File: config.mk
export PLATFORM = sky130hd
export DESIGN_NAME = mau_div
export DESIGN_NICKNAME = d
export VERILOG_FILES = /design/src/mau_pkg.sv /design/src/mau_div.sv
export SDC_FILE = /design/constraint.sdc
export NUM_CORES = 2
export LEC_CHECK = 0
export BUFFER_PORTS_ARGS = -buffer_cell sky130_fd_sc_hd__buf_2
export CAP_MARGIN = 20
export CORE_ASPECT_RATIO = 0.75
export CORE_MARGIN = 4
export CORE_UTILIZATION = 50
export CTS_CLUSTER_DIAMETER = 150
export DETAILED_ROUTE_END_ITERATION = 10
export GPL_TIMING_DRIVEN = 0
export PLACE_DENSITY_LB_ADDON = 0.12
export SETUP_SLACK_MARGIN = 0.15
export SKIP_CTS_REPAIR_TIMING = 1
export SLEW_MARGIN = 20
export SYNTH_ARGS = -nofsm -noshare
export SYNTH_HDL_FRONTEND = slang
export SYNTH_SLANG_ARGS = --single-unit
File: constraint.sdc
create_clock -name aclk -period 4.4 [get_ports aclk]
set_input_delay 0.66 -clock aclk [delete_from_list [all_inputs] [get_ports aclk]]
set_output_delay 0.66 -clock aclk [all_outputs]
set_load 0.03 [all_outputs]
File: src/mau_pkg.sv
// ----------------------------------------------------------------------------
// mau_pkg
// Shared types and constants for the Mish activation unit.
// ----------------------------------------------------------------------------
package mau_pkg;

    localparam int          IFRAC         = 30;
    localparam logic [30:0] IONE          = 31'h4000_0000;
    localparam logic [24:0] LOG2E_Q24     = 25'd24204406;
    localparam logic [29:0] LN2_Q30       = 30'd744261118;
    localparam int          HORNER_TERMS  = 12;
    localparam int          EXP_LAT       = 3 + 3 * HORNER_TERMS;
    localparam int          DIV_LAT       = IFRAC + 1;
    localparam int          SIDE_LEN      = EXP_LAT + 2 * DIV_LAT + 6;

    typedef struct packed {
        logic               func;
        logic signed [15:0] x_in;
        logic signed [15:0] grad_in;
    } mau_in_t;

    typedef struct packed {
        logic signed [15:0] y_out;
        logic               saturated;
    } mau_out_t;

    typedef struct packed {
        logic        func;
        logic        xneg;
        logic [15:0] xmag;
        logic        gneg;
        logic [15:0] gmag;
    } mau_side_t;

endpackage

File: src/mau_div.sv
// ----------------------------------------------------------------------------
// mau_div
// Pipelined restoring divider: floor((num << 30) / den), one bit per stage.
// ----------------------------------------------------------------------------
module mau_div import mau_pkg::*; (
    input  logic        aclk,
    input  logic        en,
    input  logic [32:0] num_in,
    input  logic [32:0] den_in,
    output logic [30:0] quo_out,
    output logic [32:0] den_out
);

    logic [32:0] rem_reg [0:DIV_LAT-1];
    logic [30:0] quo_reg [0:DIV_LAT-1];
    logic [32:0] den_reg [0:DIV_LAT-1];

    for (genvar j = 0; j < DIV_LAT; j++) begin : g_bit
        logic [33:0] cand;
        logic [32:0] d;
        logic [30:0] qprev;
        logic        ge;

        if (j == 0) begin : g_first
            assign cand  = {1'b0, num_in};
            assign d     = den_in;
            assign qprev = '0;
        end else begin : g_rest
            assign cand  = {rem_reg[j-1], 1'b0};
            assign d     = den_reg[j-1];
            assign qprev = quo_reg[j-1];
        end

        assign ge = cand >= {1'b0, d};

        always_ff @(posedge aclk) begin
            if (en) begin
                rem_reg[j] <= ge ? 33'(cand - {1'b0, d}) : cand[32:0];
                quo_reg[j] <= {qprev[29:0], ge};
                den_reg[j] <= d;
            end
        end
    end

    assign quo_out = quo_reg[DIV_LAT-1];
    assign den_out = den_reg[DIV_LAT-1];

endmodule
==> flow_metrics.py <==
metrics = {
    "drt": {
        "first_pass_iters": 6,
        "wl_per_cell_um": 24.5,
        "viasPerCell": 5.95,
        "wirelength_um": 420000,
        "via_count": 102000,
        "drtIter0Drc": 12300,
        "drcViolationCount": 0,
        "ant_nets": 0,
    },
    "cts": {
        "clock_latency_ns": 0.87,
        "clk_pin_slew_worst_paths_ns": 0.06,
        "cts_max_level": 5,
        "cts_buffer_depth": 4,
        "cts.root.buffer_cell": "clkbuf_16",
        "cts_inserted_buffers": 274,
        "cts_tree": "done",
        "clkSinkCount": 2509,
    },
    "setup_path": {
        "critPathKind": "flop to flop",
        "cp_slowest_cell": "or4_1",
        "cp-start-kind": "flop",
        "ff2ff_path_depth": 9,
        "r2r_end": "rem_reg[0][86]",
        "r2r_setup_slack_ns": 0.08,
        "cp_max_fo": 10,
        "crit_arrival_ns": 4.84,
        "r2r_start": "rem_reg[0][49]",
        "cp-end-kind": "flop",
        "slowest_delay_ns": 0.58,
        "path_cells": "ha_1 > clkbuf_1 > nand4_1 > or4_1 > o21ai_2 > a31o_4 > clkbuf_4 > buf_2 > a21oi_1",
        "critPathRequiredTime_ns": 4.92,
    },
    "yosys": {
        "yosysTopAreaCell": "edfxtp_1",
        "synth_area_um2": 141000,
        "syn_area_per_cell_um2": 11.1,
        "yosys_register_bits": 2509,
        "netlist-cell-type-count": 91,
        "yosys.cell_count.top_type": "edfxtp_1",
        "async_flop_share_pct": 0,
        "synthesis.nets": 13800,
        "synth_top_area_share_pct": 53.4,
        "synth_edf_count": 2509,
        "synth_common_cells": "edfxtp_1, inv_1, a21oi_1, ha_1, nand2_1",
        "synth_warnings": 0,
        "ys.flop_type": "edfxtp_1",
        "yosys-top-cells-area": "edfxtp_1, ha_1, a21oi_1, inv_1, xnor2_1",
        "syn_inst": 12700,
        "synth_seq_area_share_pct": 53.4,
    },
    "hold_path": {
        "holdCritPathClass": "input pin to flop",
        "worstHoldStart": "den_in[1]",
        "hold_end": "den_reg[0][1]",
        "whs_path_depth": 1,
    },
    "global_routing": {
        "grt_start_max_net_pins": 150,
        "overflow": 0,
        "grt_pass1_vias": 93200,
        "grt_pass1_wl_um": 612000,
        "grt_antenna_before_repair": 30,
        "grtUsageTotal_pct": 28.0,
    },
    "sta": {
        "rsz0062_at_grt": "yes",
        "worst_pin_slew_ns": 1.13,
        "skew_ns": 0.0769,
        "fin_hold_ws_ns": 0.0302,
        "min_period_ns": 4.32,
        "timing.setup.tns_ns": 0,
        "drv_slew": 0,
        "hold_violations": 0,
        "final_critical_path_setup_slack_ns": 0.0798,
        "slew-limit-headroom_pct": 24.0,
        "min_period_over_period_pct": 98.2,
        "finalSetupViolCount": 0,
        "timing.fmax_mhz": 231,
    },
    "job": {
        "drv_cap": 0,
    },
    "die": {
        "std_cell_rows": 168,
        "ioPinCount": 132,
        "start_util_pct": 50.4,
        "dieArea_um2": 291000,
        "die_y_um": 468,
        "die_w_um": 622,
        "core_um2": 280000,
    },
    "cells_and_area": {
        "fill_cells": 23800,
        "largest_register_ffs": 1023,
        "syn2layout_area_growth_pct": 11.7,
        "drive_gt1_share_pct": 9.79,
        "final_nets": 14300,
        "design_area_um2": 158000,
        "multi_input_area_um2": 60500,
        "area.sequential_um2": 75300,
    },
    "pwr": {
        "powerDensity_nw_per_um2": 798,
        "irDropWorstVdd_mv": 0.389,
        "p_leak_nw": 64.2,
        "total_power_mw": 126,
    },
    "placement": {
        "place_hpwl_um": 326000,
        "io_buffers": 131,
        "gp_congestion": 1.00,
        "place_area_um2": 147000,
        "post-place-ws_ns": -1.51,
    },
    "run_status": {
        "status": "finished clean",
    },
}
[worst max-delay path, delay by kind of cell, from the launching register on]
family	cells	cell delay, ns
simple gates	2	0.75
compound gates	3	1.17
fa+ha+maj	1	0.30
flops	1	0.41
buf+inv	3	1.32
[worst max path at each step]
| stage | startpoint | to | slack (ns) |
|---|---|---|---|
| after floorplan | rem_reg[2][67] | rem_reg[2][104] | 0.78 |
| after global placement | en | quo_reg[1][463] | -37.06 |
| after detailed placement | rem_reg[0][33] | rem_reg[0][86] | -1.51 |
| after CTS | rem_reg[0][33] | rem_reg[0][86] | -1.56 |
| after global routing | den_reg[0][33] | rem_reg[0][86] | 0.03 |
| final | rem_reg[0][49] | rem_reg[0][86] | 0.08 |
[cell type report]
cell class | count | area share [%]
clock inverters | 154 | 0.957
multi-input cells | 8501 | 38.4
well taps | 3740 | 2.97
inverters | 1305 | 3.11
repair buffers | 227 | 1.22
diodes | 8 | 0.0127
clock buffers | 321 | 4.54
plain buffers | 346 | 1.04
flip-flops and latches | 2509 | 47.8
[placed cells by master (no fill, tap or decap), types with 32 or more instances in the layout]
cell,instances
edfxtp_1,2509
inv_1,1304
a21oi_1,1098
ha_1,1022
nand2_1,896
o21ai_0,821
nor2_1,768
xnor2_1,503
a21o_1,494
mux2_2,351
xor2_1,328
clkbuf_16,280
clkbuf_1,247
nand3_1,178
nand4_1,173
buf_2,150
o21bai_1,147
nand2b_1,147
o21a_1,139
nor3_1,133
nor2b_1,131
a31oi_1,104
and3_1,80
o31ai_1,74
clkbuf_2,70
a211oi_1,61
and2_1,56
o211ai_1,54
buf_4,54
clkinv_1,54
clkinv_2,41
or2_2,36
or3_1,34
a31o_2,32
[cell families after synthesis]
logic type	count (synthesis)	synth area share (%)
compound gates	3475	15.3
xor+xnor	831	5.16
fa+ha+maj	1052	9.48
buf+inv	1653	4.44
flops	2509	53.4
mux	397	3.22
simple gates	2746	9.03
[stage by stage]
stage / util, % / instances
6_report: 56.3 / 17100
5_1_grt: 56.3 / 17100
3_3_place_gp: 52.3 / 16500
3_5_place_dp: 52.5 / 16600
4_1_cts: 55.6 / 17000
2_1_floorplan: - / 12700
[power by group]
part	switching [mW]	internal (mW)	total, mW
registers	4.97	35.7	40.7
clock network	9.73	13.1	22.8
logic	37.8	24.5	62.3
[per-layer routing]
metal | part of all wire (%) | wire length (µm) | up-vias | track usage, %
li1 | - | - | 47300 | -
met1 | 50 | 211000 | 49800 | 46.4
met2 | 35 | 149000 | 4214 | 33.9
met3 | 12 | 52300 | 460 | 9.77
met4 | 1.9 | 8030 | 8 | 5.22
met5 | 0.033 | 138 | - | 0
Power figures use the tool's default switching activity.
